==> src/rtl/rsp_pkg.sv <==
package rsp_pkg;

    // Character codes
    localparam logic [7:0] CH_COLON = 8'h3A;
    localparam logic [7:0] CH_DASH  = 8'h2D;
    localparam logic [7:0] CH_ZERO  = 8'h30;
    localparam logic [7:0] CH_NINE  = 8'h39;

    // Field widths
    localparam int LEN_W  = 16;
    localparam int VAL_W  = 64;
    localparam int DIG_W  = 4;
    localparam int PROD_W = VAL_W + 4;

    // Length counter saturates at min(MAX_NAME_LEN, 65535)
    localparam longint unsigned MAX_NAME_LEN = 65535;
    localparam longint unsigned LEN_CAP      = (MAX_NAME_LEN < 65535) ? MAX_NAME_LEN : 65535;
    localparam logic [LEN_W-1:0] LEN_CAP_W   = LEN_W'(LEN_CAP);

    // Queue between front and back
    localparam int QUEUE_DEPTH = 2;
    localparam int QPTR_W      = $clog2(QUEUE_DEPTH);
    localparam int QCNT_W      = $clog2(QUEUE_DEPTH + 1);

    typedef enum logic [1:0] {
        K_COLON,
        K_DASH,
        K_DIGIT,
        K_OTHER
    } t_kind;

    typedef enum logic [2:0] {
        ST_PLAIN     = 3'd0,
        ST_VALID     = 3'd1,
        ST_EMPTY_NS  = 3'd2,
        ST_START_OVF = 3'd3,
        ST_END_OVF   = 3'd4,
        ST_ORDER     = 3'd5
    } t_status;

    // Classified input word
    typedef struct packed {
        t_kind             kind;
        logic [DIG_W-1:0]  digit;
        logic              last;
    } t_word;

    // Suffix state captured at the last byte of a name
    typedef struct packed {
        logic [LEN_W-1:0] name_len;
        logic [LEN_W-1:0] colon_pos;
        logic             plain;
        logic             start_ovf;
        logic             end_ovf;
        logic [VAL_W-1:0] start_acc;
        logic [VAL_W-1:0] end_acc;
    } t_snap;

endpackage

==> src/rtl/rsp_if.sv <==
interface rsp_in_if;
    logic       valid;
    logic       ready;
    logic [7:0] ch;
    logic       last_char;

    modport source (output valid, output ch, output last_char, input ready);
    modport sink   (input valid, input ch, input last_char, output ready);
endinterface

interface rsp_out_if;
    logic        valid;
    logic        ready;
    logic        has_coords;
    logic [15:0] name_length;
    logic [63:0] start_value;
    logic [63:0] end_value;
    logic [2:0]  status;

    modport source (output valid, output has_coords, output name_length,
                    output start_value, output end_value, output status, input ready);
    modport sink   (input valid, input has_coords, input name_length,
                    input start_value, input end_value, input status, output ready);
endinterface

==> src/rtl/rsp_front.sv <==
module rsp_front (
    input  logic          i_clk,
    input  logic          i_rst_n,
    rsp_in_if.sink        i_in,
    output logic          o_valid,
    output rsp_pkg::t_word o_word,
    input  logic          i_ready
);
    import rsp_pkg::*;

    logic       r_valid;
    t_word      r_word;
    t_word      n_word;
    logic [7:0] w_off;

    // Pipeline register: take a new byte when it is empty or the held word can move on
    assign i_in.ready = !r_valid || i_ready;
    assign o_valid    = r_valid;
    assign o_word     = r_word;

    // Byte classification
    always_comb begin
        w_off        = i_in.ch - CH_ZERO;
        n_word.digit = w_off[DIG_W-1:0];
        n_word.last  = i_in.last_char;
        if (i_in.ch == CH_COLON) begin
            n_word.kind = K_COLON;
        end else if (i_in.ch == CH_DASH) begin
            n_word.kind = K_DASH;
        end else if (i_in.ch >= CH_ZERO && i_in.ch <= CH_NINE) begin
            n_word.kind = K_DIGIT;
        end else begin
            n_word.kind = K_OTHER;
        end
    end

    always_ff @(posedge i_clk) begin
        if (!i_rst_n) begin
            r_valid <= 1'b0;
        end else if (i_in.ready) begin
            r_valid <= i_in.valid;
        end
    end

    always_ff @(posedge i_clk) begin
        if (i_in.valid && i_in.ready) begin
            r_word <= n_word;
        end
    end

endmodule

==> src/rtl/rsp_queue.sv <==
module rsp_queue (
    input  logic           i_clk,
    input  logic           i_rst_n,
    input  logic           i_valid,
    input  rsp_pkg::t_word i_word,
    output logic           o_ready,
    output logic           o_valid,
    output rsp_pkg::t_word o_word,
    input  logic           i_ready
);
    import rsp_pkg::*;

    t_word             r_mem [QUEUE_DEPTH];
    logic [QPTR_W-1:0] r_wr_ptr;
    logic [QPTR_W-1:0] r_rd_ptr;
    logic [QCNT_W-1:0] r_count;
    logic [QCNT_W-1:0] n_count;
    logic              w_push;
    logic              w_pop;

    assign o_ready = (r_count != QCNT_W'(QUEUE_DEPTH));
    assign o_valid = (r_count != '0);
    assign o_word  = r_mem[r_rd_ptr];
    assign w_push  = i_valid && o_ready;
    assign w_pop   = o_valid && i_ready;

    // Fill level
    always_comb begin
        n_count = r_count;
        if (w_push && !w_pop) begin
            n_count = r_count + 1'b1;
        end else if (w_pop && !w_push) begin
            n_count = r_count - 1'b1;
        end
    end

    always_ff @(posedge i_clk) begin
        if (!i_rst_n) begin
            r_wr_ptr <= '0;
            r_rd_ptr <= '0;
            r_count  <= '0;
        end else begin
            r_count <= n_count;
            if (w_push) begin
                r_wr_ptr <= r_wr_ptr + 1'b1;
            end
            if (w_pop) begin
                r_rd_ptr <= r_rd_ptr + 1'b1;
            end
        end
    end

    always_ff @(posedge i_clk) begin
        if (w_push) begin
            r_mem[r_wr_ptr] <= i_word;
        end
    end

endmodule

==> src/rtl/rsp_back.sv <==
module rsp_back (
    input  logic           i_clk,
    input  logic           i_rst_n,
    input  logic           i_valid,
    input  rsp_pkg::t_word i_word,
    output logic           o_ready,
    output logic           o_valid,
    output rsp_pkg::t_snap o_snap,
    input  logic           i_ready
);
    import rsp_pkg::*;

    // Per-name parse state
    typedef struct packed {
        logic [LEN_W-1:0] pos;
        logic [LEN_W-1:0] colon_pos;
        logic             colon_seen;
        logic             dash_seen;
        logic [VAL_W-1:0] start_acc;
        logic [VAL_W-1:0] end_acc;
        logic             start_ovf;
        logic             end_ovf;
        logic             start_ne;
        logic             end_ne;
        logic             bad;
    } t_state;

    t_state             r_st;
    t_state             n_st;
    logic               r_snap_valid;
    t_snap              r_snap;
    t_snap              n_snap;
    logic               w_take;
    logic [VAL_W-1:0]   w_acc;
    logic [PROD_W-1:0]  w_prod;
    logic               w_fits;

    assign o_ready = !r_snap_valid || i_ready;
    assign w_take  = i_valid && o_ready;
    assign o_valid = r_snap_valid;
    assign o_snap  = r_snap;

    // Shared multiply-by-ten and add for whichever run is active
    always_comb begin
        w_acc  = r_st.dash_seen ? r_st.end_acc : r_st.start_acc;
        w_prod = ({{(PROD_W-VAL_W){1'b0}}, w_acc} << 3)
               + ({{(PROD_W-VAL_W){1'b0}}, w_acc} << 1)
               + PROD_W'(i_word.digit);
        w_fits = (w_prod[PROD_W-1:VAL_W] == '0);
    end

    // State update for one byte
    always_comb begin
        n_st = r_st;
        unique case (i_word.kind)
            K_COLON: begin
                n_st.colon_seen = 1'b1;
                n_st.colon_pos  = r_st.pos;
                n_st.dash_seen  = 1'b0;
                n_st.start_acc  = '0;
                n_st.end_acc    = '0;
                n_st.start_ovf  = 1'b0;
                n_st.end_ovf    = 1'b0;
                n_st.start_ne   = 1'b0;
                n_st.end_ne     = 1'b0;
                n_st.bad        = 1'b0;
            end
            K_DASH: begin
                if (r_st.colon_seen) begin
                    if (r_st.dash_seen) begin
                        n_st.bad = 1'b1;
                    end else begin
                        n_st.dash_seen = 1'b1;
                    end
                end
            end
            K_DIGIT: begin
                if (r_st.colon_seen) begin
                    if (r_st.dash_seen) begin
                        n_st.end_ne = 1'b1;
                        if (!r_st.end_ovf) begin
                            if (w_fits) begin
                                n_st.end_acc = w_prod[VAL_W-1:0];
                            end else begin
                                n_st.end_ovf = 1'b1;
                            end
                        end
                    end else begin
                        n_st.start_ne = 1'b1;
                        if (!r_st.start_ovf) begin
                            if (w_fits) begin
                                n_st.start_acc = w_prod[VAL_W-1:0];
                            end else begin
                                n_st.start_ovf = 1'b1;
                            end
                        end
                    end
                end
            end
            K_OTHER: begin
                if (r_st.colon_seen) begin
                    n_st.bad = 1'b1;
                end
            end
            default: begin
                n_st = r_st;
            end
        endcase
        // Saturating length counter
        if (r_st.pos < LEN_CAP_W) begin
            n_st.pos = r_st.pos + 1'b1;
        end
    end

    // Snapshot taken at the last byte
    always_comb begin
        n_snap.name_len  = n_st.pos;
        n_snap.colon_pos = n_st.colon_pos;
        n_snap.plain     = !n_st.colon_seen || !n_st.dash_seen || n_st.bad
                           || !n_st.start_ne || !n_st.end_ne;
        n_snap.start_ovf = n_st.start_ovf;
        n_snap.end_ovf   = n_st.end_ovf;
        n_snap.start_acc = n_st.start_acc;
        n_snap.end_acc   = n_st.end_acc;
    end

    always_ff @(posedge i_clk) begin
        if (!i_rst_n) begin
            r_st <= '0;
        end else if (w_take) begin
            r_st <= i_word.last ? '0 : n_st;
        end
    end

    always_ff @(posedge i_clk) begin
        if (!i_rst_n) begin
            r_snap_valid <= 1'b0;
        end else if (o_ready) begin
            r_snap_valid <= w_take && i_word.last;
        end
    end

    always_ff @(posedge i_clk) begin
        if (w_take && i_word.last) begin
            r_snap <= n_snap;
        end
    end

endmodule

==> src/rtl/rsp_result.sv <==
module rsp_result (
    input  logic           i_clk,
    input  logic           i_rst_n,
    input  logic           i_valid,
    input  rsp_pkg::t_snap i_snap,
    output logic           o_ready,
    rsp_out_if.source      o_out
);
    import rsp_pkg::*;

    logic              r_out_valid;
    logic              r_has;
    logic [LEN_W-1:0]  r_len;
    logic [VAL_W-1:0]  r_start;
    logic [VAL_W-1:0]  r_end;
    t_status           r_status;
    t_status           n_status;
    logic              w_ok;
    logic              w_take;

    assign o_ready           = !r_out_valid || o_out.ready;
    assign w_take            = i_valid && o_ready;
    assign o_out.valid       = r_out_valid;
    assign o_out.has_coords  = r_has;
    assign o_out.name_length = r_len;
    assign o_out.start_value = r_start;
    assign o_out.end_value   = r_end;
    assign o_out.status      = r_status;

    // Status in priority order
    always_comb begin
        if (i_snap.plain) begin
            n_status = ST_PLAIN;
        end else if (i_snap.colon_pos == '0) begin
            n_status = ST_EMPTY_NS;
        end else if (i_snap.start_ovf) begin
            n_status = ST_START_OVF;
        end else if (i_snap.end_ovf) begin
            n_status = ST_END_OVF;
        end else if (i_snap.end_acc <= i_snap.start_acc) begin
            n_status = ST_ORDER;
        end else begin
            n_status = ST_VALID;
        end
        w_ok = (n_status == ST_VALID);
    end

    always_ff @(posedge i_clk) begin
        if (!i_rst_n) begin
            r_out_valid <= 1'b0;
        end else if (o_ready) begin
            r_out_valid <= i_valid;
        end
    end

    always_ff @(posedge i_clk) begin
        if (w_take) begin
            r_has    <= w_ok;
            r_len    <= w_ok ? i_snap.colon_pos : i_snap.name_len;
            r_start  <= w_ok ? i_snap.start_acc : '0;
            r_end    <= w_ok ? i_snap.end_acc : '0;
            r_status <= n_status;
        end
    end

endmodule

==> src/rtl/region_suffix_parser_unit.sv <==
// Throughput: one byte per cycle while o_out.ready accepts results, with no gap between names.
// The result word is offered after its last byte is accepted, by way of the
// front register, front/back queue, back snapshot register and result register.
// Reset: i_rst_n is synchronous, active low; it empties the queue and the
// output stage and clears all per-name parse state. No clearing pass.
module region_suffix_parser_unit (
    input  logic      i_clk,
    input  logic      i_rst_n,
    rsp_in_if.sink    i_in,
    rsp_out_if.source o_out
);
    import rsp_pkg::*;

    logic  w_fr_valid;
    logic  w_fr_ready;
    t_word w_fr_word;
    logic  w_q_valid;
    logic  w_q_ready;
    t_word w_q_word;
    logic  w_snap_valid;
    logic  w_snap_ready;
    t_snap w_snap;

    // Front: accept and classify bytes
    rsp_front u_front (
        .i_clk   (i_clk),
        .i_rst_n (i_rst_n),
        .i_in    (i_in),
        .o_valid (w_fr_valid),
        .o_word  (w_fr_word),
        .i_ready (w_fr_ready)
    );

    // Decoupling queue
    rsp_queue u_queue (
        .i_clk   (i_clk),
        .i_rst_n (i_rst_n),
        .i_valid (w_fr_valid),
        .i_word  (w_fr_word),
        .o_ready (w_fr_ready),
        .o_valid (w_q_valid),
        .o_word  (w_q_word),
        .i_ready (w_q_ready)
    );

    // Back: suffix tracking and digit accumulation
    rsp_back u_back (
        .i_clk   (i_clk),
        .i_rst_n (i_rst_n),
        .i_valid (w_q_valid),
        .i_word  (w_q_word),
        .o_ready (w_q_ready),
        .o_valid (w_snap_valid),
        .o_snap  (w_snap),
        .i_ready (w_snap_ready)
    );

    // Status decision and output register
    rsp_result u_result (
        .i_clk   (i_clk),
        .i_rst_n (i_rst_n),
        .i_valid (w_snap_valid),
        .i_snap  (w_snap),
        .o_ready (w_snap_ready),
        .o_out   (o_out)
    );

    // Coordinates are reported only together with a valid status
    a_coords_status: assert property (@(posedge i_clk) disable iff (!i_rst_n)
        o_out.valid |-> (o_out.has_coords == (o_out.status == ST_VALID)))
        else $error("has_coords disagrees with status");

    // Anything but a valid result carries zero coordinates
    a_zero_values: assert property (@(posedge i_clk) disable iff (!i_rst_n)
        (o_out.valid && !o_out.has_coords) |->
            (o_out.start_value == '0 && o_out.end_value == '0))
        else $error("nonzero coordinates on a result without coordinates");

    // A valid range is strictly increasing
    a_order: assert property (@(posedge i_clk) disable iff (!i_rst_n)
        (o_out.valid && o_out.has_coords) |-> (o_out.end_value > o_out.start_value))
        else $error("valid result with end not above start");

    // No result word right after reset
    a_reset_empty: assert property (@(posedge i_clk)
        $past(!i_rst_n) |-> !o_out.valid)
        else $error("result word present after reset");

endmodule
==> src/flat_wrapper.sv <==
// flat-port wrapper written by rule: the top's interface ports become plain ports
module region_suffix_parser_unit_flat import rsp_pkg::*;
  (i_clk, i_rst_n, i_in_valid, i_in_ch, i_in_last_char, i_in_ready, o_out_valid, o_out_has_coords, o_out_name_length, o_out_start_value, o_out_end_value, o_out_status, o_out_ready);
  rsp_in_if i_in_i ();
  rsp_out_if o_out_i ();
  input  logic i_clk;
  input  logic i_rst_n;
  input wire logic [$bits(i_in_i.valid)-1:0] i_in_valid;
  input wire logic [$bits(i_in_i.ch)-1:0] i_in_ch;
  input wire logic [$bits(i_in_i.last_char)-1:0] i_in_last_char;
  output wire logic [$bits(i_in_i.ready)-1:0] i_in_ready;
  output wire logic [$bits(o_out_i.valid)-1:0] o_out_valid;
  output wire logic [$bits(o_out_i.has_coords)-1:0] o_out_has_coords;
  output wire logic [$bits(o_out_i.name_length)-1:0] o_out_name_length;
  output wire logic [$bits(o_out_i.start_value)-1:0] o_out_start_value;
  output wire logic [$bits(o_out_i.end_value)-1:0] o_out_end_value;
  output wire logic [$bits(o_out_i.status)-1:0] o_out_status;
  input wire logic [$bits(o_out_i.ready)-1:0] o_out_ready;
  assign i_in_i.valid = i_in_valid;
  assign i_in_i.ch = i_in_ch;
  assign i_in_i.last_char = i_in_last_char;
  assign i_in_ready = i_in_i.ready;
  assign o_out_valid = o_out_i.valid;
  assign o_out_has_coords = o_out_i.has_coords;
  assign o_out_name_length = o_out_i.name_length;
  assign o_out_start_value = o_out_i.start_value;
  assign o_out_end_value = o_out_i.end_value;
  assign o_out_status = o_out_i.status;
  assign o_out_i.ready = o_out_ready;
  region_suffix_parser_unit u_core (.i_clk(i_clk), .i_rst_n(i_rst_n), .i_in(i_in_i), .o_out(o_out_i));
endmodule
==> config.mk <==
export PLATFORM = sky130hd
export DESIGN_NAME = region_suffix_parser_unit_flat
export DESIGN_NICKNAME = d
export VERILOG_FILES = /design/src/rtl/rsp_pkg.sv /design/src/rtl/rsp_if.sv /design/src/rtl/rsp_front.sv /design/src/rtl/rsp_queue.sv /design/src/rtl/rsp_back.sv /design/src/rtl/rsp_result.sv /design/src/rtl/region_suffix_parser_unit.sv /design/src/flat_wrapper.sv
export SDC_FILE = /design/constraint.sdc
export NUM_CORES = 1
export LEC_CHECK = 0
export BUFFER_PORTS_ARGS = -buffer_cell sky130_fd_sc_hd__buf_2
export CAP_MARGIN = 20
export CORE_MARGIN = 3
export CORE_UTILIZATION = 35
export DETAILED_ROUTE_END_ITERATION = 16
export SLEW_MARGIN = 5
export SYNTH_ARGS = -nofsm -noshare
export SYNTH_HDL_FRONTEND = slang
export SYNTH_SLANG_ARGS = --single-unit
==> constraint.sdc <==
create_clock -name i_clk -period 20.6 [get_ports i_clk]
set_clock_uncertainty 0.15 [all_clocks]
set_input_delay 1.03 -clock i_clk [delete_from_list [all_inputs] [get_ports i_clk]]
set_output_delay 1.03 -clock i_clk [all_outputs]
set_load 0.02 [all_outputs]
# Yosys cells after proc, flatten, opt, wreduce, memory -nomap -nowiden
# Memory sizes are Yosys's and may differ from the RTL's. A register that Yosys moved wholly into a read port is not among the register bits.
# Index checks and enable logic that the tools add are counted.
# Widths: inputs -> output; s select.
classes:
  muxes: 39
  add_sub_neg: 8
  n_eq_ne: 7
  n_reduce_logical: 30
  order_cmp: 4
ops:
  columns: ["cell", "count"]
  rows:
  - ["$mux 64", 7]
  - ["$pmux 132 s2", 1]
  - ["$mux 167", 1]
  - ["$mux 132", 1]
  - ["$add 67x65->68", 1]
  - ["$add 68x4->68", 1]
  - ["$le 64x64->1", 1]
  - ["$mux 16", 2]
  - ["$mux 1", 17]
  - ["$mux 17", 1]
  - ["$add 16x1->16 const B", 1]
  - ["$eq 8x6->1 const B", 2]
  - ["$logic_not 16->1", 1]
  - ["$lt 16x16->1 const B", 1]
  - ["$mux 3", 5]
  - ["$logic_not 1->1", 9]
  - ["$ge 8x6->1 const B", 1]
  - ["$le 8x6->1 const B", 1]
  - ["$logic_and 1x1->1", 8]
  - ["$logic_or 1x1->1", 7]
  - ["$eq 2x2->1 const B", 2]
  - ["$logic_not 4->1", 1]
  - ["$mux 2", 2]
  - ["$reduce_bool 2->1", 2]
  - ["11 further kinds", 12]
totals:
  regBits: 492
  inputBits: 13
  ramBits: 14
  elab_cells: 122
  memories: 1
memory_table:
  columns: ["memory", "words", "word_bits", "rd", "rd_clocked_by_memory_dff", "write_ports", "line_no", "text"]
  rows:
  - ["u_core.u_queue.r_mem", 2, 7, 1, 1, 1, "rsp_queue.sv:13", "t_word r_mem [QUEUE_DEPTH];"]

# Longest topological paths before layout
depth:
  ltp_word: 12
  ltp_mapped: 21
  depth_no_buf: 16

# Hierarchy
# Synthesis repeated with hierarchy kept, for this count alone.
unflattened:
  hier_cells: 2260
  area_unflattened_um2: 26138.8
by_module_without_submodules:
  columns: ["mod", "instances", "area_each_um2", "seq_area_each_um2", "cells_per_inst"]
  rows:
  - ["rsp_back", 1, 17755.8, 8257.9, 1615]
  - ["rsp_result", 1, 7335.8, 4464.3, 579]
  - ["rsp_queue", 1, 738.2, 520.5, 47]
  - ["rsp_front", 1, 309.0, 230.2, 19]

# Worst setup path before layout
# Ideal clock, no wire load.
synth_path:
  kind: "input port to flip-flop"
  start: "in o_out_ready"
  end: "reg u_core.u_back.r_snap, in the netlist u_core.u_back.o_snap[0] (enable)"
  arrival_ps: 8665
  cell_stages: 7
  setup_time_ps: 690
  required_time_ps: 19760
  setup_slack_ps: 11095
  path_cell_list: "nor2b_1 nand2_1 o21a_1 inv_1 clkbuf_1 buf_1 nor2_1"
synth_via:
  elab_chain_len: 4
synth_lines:
  columns: ["element", "line_no", "text"]
  rows:
  - ["start: declaration", "flat_wrapper.sv:18", "input wire logic [$bits(o_out_i.ready)-1:0] o_out_ready;"]
  - ["$logic_or 1x1->1", "rsp_result.sv:21", "assign o_ready = !r_out_valid || o_out.ready;"]
  - ["$logic_or 1x1->1", "rsp_back.sv:38", "assign o_ready = !r_snap_valid || i_ready;"]
  - ["$logic_and 1x1->1", "rsp_back.sv:39", "assign w_take = i_valid && o_ready;"]
  - ["$logic_and 1x1->1", "rsp_back.sv:144", "if (w_take && i_word.last) begin"]
  - ["end signal: assignment", "rsp_back.sv:145", "r_snap <= n_snap;"]
  - ["end: declaration", "rsp_back.sv:31", "t_snap r_snap;"]
# Every way passes these cells.
# A chain may end at the register's enable or synchronous reset.

==> key figures <==
Global route
  • Vias in the first global route: 18443
  • Initial antenna violation count: 1
  • Largest net degree at the start of global routing: 85
  • Grt ovf: 0
  • First-pass GRT wire length: 105 mm
  • Met3 Usage GRT: 2.57%
  • Grt met2 use: 28.1%
  • GR Util met1: 22.6%
  • GRT Total Usage: 16.7%
  • Top Usage Layer GRT: met2

Synthesis
  • Most used DFF post-synth: edfxtp_1
  • Area leader, netlist: edfxtp_1
  • Syn Nets: 2474
  • Cell count after synthesis: 2266
  • Most common cell in the netlist: edfxtp_1
  • Asr flop ratio synth: 0%
  • Synth Cell Area: 26100 sq um
  • Synthesis Warnings: 0
  • Sequential fraction of the synthesis area: 51.6%
  • Number of synthesized flops with an enable pin: 332
  • Avg Cell Area, Syn: 11.5 sq um
  • Distinct cells, synth: 69
  • Yosys top cell area share: 38.2%
  • Yosys reg bits: 507
  • Synth area leaders: edfxtp_1 (38%), dfxtp_1 (13%), ha_1 (9.3%)
  • Commonest cells in the netlist: edfxtp_1 (332), a22o_1 (226), ha_1 (193)

Cells and area
  • Final Core Density: 40.2%
  • N_diodes: 0
  • Final #Nets: 2598
  • Final Cell Area: 29500 sq um
  • Synth-to-layout area growth: 13.1%
  • Share of cells above drive strength 1: 15.6%
  • # fillers: 7045

Min path
  • Hold Crit Class: reg -> reg

Timing
  • Final hold violation count: 0
  • Max Fclk: 148 MHz
  • Setup-failing EPs final: 0
  • Worst setup margin: 13.82 ns
  • Tcrit/Tclk final: 32.9%
  • Max Slew Vio Count: 0
  • Final setup TNS: 0 ns
  • Worst Max-Slew Pin Slew: 1.02 ns
  • Slew HR: 32.1%
  • Tmin final: 6.78 ns
  • RSZ-0062 raised after global routing: false

Floorplanning
  • Io pins: 163
  • Core area: 73500 sq um
  • FP Rows: 99
  • Die area: 77900 sq um
  • Starting Density: 35.5%
  • Die height: 279 um
  • Die width: 279 um

CTS
  • Clock transition at path regs: 0.06 ns
  • Clock Path Buffers: 3
  • Number of gates resized after cts: 0
  • Worst-Skew Late Latency: 0.61 ns
  • CTS tree: built
  • Root buf cell: clkbuf_16
  • Setup bufs post-CTS: 0
  • CTS Buf Count: 54
  • Hold buffers post-CTS: 0
  • Clock Sinks: 507
  • H-tree levels: 2

Flow run
  • Max-cap viol count: 0

Worst setup path
  • Crit path launch type: register
  • Worst EP required: 20.91 ns
  • Crit-path max cell delay: 0.90 ns
  • Crit end category: register
  • Crit-path cells: buf_4 > mux2_2 > ha_1 > ha_1 > a21oi_1 > o21ai_1 > a221oi_1 > o31ai_1 > a211oi_2 > a211o_1 > nor2_1 > nor4_4 > and2_2 > buf_4 > a22o_1
  • Worst Path Arrival: 7.09 ns
  • Crit-path slowest cell: dfxtp_2
  • Worst-path fanout max: 39
  • Critical path class: reg -> reg

Drt
  • Via count: 18238
  • Routed WL per cell: 19.4 um
  • Initial detailed-routing violation count: 1035
  • Wirelength, routed: 66.0 mm
  • Post-route ant nets: 0
  • First-pass detailed-route iteration total: 5
  • Vias per std cell: 5.37
  • DRC viols: 0

Power and ir drop
  • LEAKAGE: 11.8 nW
  • Design Power: 0.00267 W
  • Peak supply drop: 0.0000604 V
  • PwrDens: 90.3 nW/um^2

Placed design
  • DP Worst Slack: 13.78 ns
  • Port Buffers: 162
  • GP Congestion: 0.923
  • DPL Wire Length: 47.4 mm
  • Post-DP Area: 27800 sq um

Run status
  • Status: finished clean
layer usage:
layer,part of all wire (%),wire length (um),vias up
li1,-,-,8791
met1,46,30600,8960
met2,47,30900,401
met3,4.4,2900,86
met4,2.4,1580,0
met5,0,0,-
state kept, by name, indices dropped and copies added, names as in the netlist, named ones only:
signal / cells
u_core.u_queue.r_wr_ptr: 1
u_core.u_result.o_out.name_length: 16
u_core.u_result.o_out.start_value: 64
u_core.u_back.r_st: 167
u_core.u_result.o_out.end_value: 64
u_core.u_queue.r_rd_ptr: 1
u_core.u_front.o_valid: 1
u_core.u_queue.r_count: 2
u_core.u_back.o_valid: 1
u_core.u_result.o_out.valid: 1
u_core.u_result.o_out.has_coords: 1
u_core.u_front.o_word: 7
u_core.u_result.o_out.status: 3
u_core.u_queue.r_mem: 14
u_core.u_back.o_snap: 163
kinds of logic (layout without fill, tap and decap cells):
group | count (synthesis) | after routing | share of synthesized area, %
AND/OR/NAND/NOR | 572 | 572 | 11.7
adder cells (fa/ha/maj) | 195 | 195 | 9.41
AO/OA/AOI/OAI | 617 | 617 | 17.4
buffers and inverters | 210 | 380 | 3.51
multiplexers | 93 | 93 | 3.97
flip-flops | 507 | 507 | 51.6
XOR/XNOR | 72 | 72 | 2.42
metrics by stage:
step           cells  hold WS, ns
6_report        3395        0.322
5_1_grt         3395        0.345
4_1_cts         3395        0.326
3_5_place_dp    3293        0.313
3_3_place_gp    3291        0.293
2_1_floorplan   2266        0.271
path summary, 6_finish.rpt:
check | to | depth (start not counted) | startpoint | slack [ns]
worst max register to register | u_core.u_back.o_snap[30] | 15 | u_core.u_back.r_st[133] | 13.82
worst min-delay path | u_core.u_queue.r_mem[1][4] | 0 | u_core.u_front.o_word[4] | 0.32
worst max-delay path | u_core.u_back.o_snap[30] | 15 | u_core.u_back.r_st[133] | 13.82
worst min register to register | u_core.u_queue.r_mem[1][4] | 0 | u_core.u_front.o_word[4] | 0.32
worst max-delay path: cells and delay by family, from the launching register on:
kind / cells / cell delay, ns
AO/OA/AOI/OAI: 7 / 1.80
AND/OR/NAND/NOR: 3 / 1.52
multiplexers: 1 / 0.43
buffers and inverters: 2 / 1.05
adder cells (fa/ha/maj): 2 / 0.70
flip-flops: 1 / 0.90
cells in the final DEF (no fill, tap or decap), types with 6 or more instances in the layout:
cell and instances:
nand2b_1 13, mux2_2 84, mux2i_1 9, a21oi_1 129, nor2_1 62, o21bai_1 16, nand4_1 45, ha_1 193
a22oi_1 33, o21ai_1 9, a21boi_0 6, clkinv_2 12, a21o_1 33, a211oi_1 7, nor4_1 11, nand2_1 156
and3_1 11, o21ai_0 54, xnor2_1 43, dfxtp_1 174, nor3_1 25, o211ai_1 13, o2bb2ai_1 29, buf_4 21
buf_2 162, a22o_1 226, xor2_1 29, or3_1 10, nor2b_1 44, o21a_1 12, clkbuf_16 55, and2_1 141
edfxtp_1 332, nand3_1 25, inv_1 93, clkbuf_8 9, clkbuf_1 15
cell type report:
class | count | area, sq um | share of cell area, %
inverter | 93 | 349 | 1.18
sequential | 507 | 13500 | 45.7
tap | 959 | 1200 | 4.07
timing repair buffer | 185 | 998 | 3.38
clock buffer | 79 | 1560 | 5.27
clock inverter | 23 | 164 | 0.555
multi-input combinational | 1549 | 11800 | 39.9
power breakdown:
group	internal [W]	switching, W	total (W)
sequential	0.00124	0.0000572	0.00130
clock	0.000537	0.000402	0.000939
combinational	0.000121	0.000311	0.000431
Note: power is estimated with default switching activity, not from simulation.
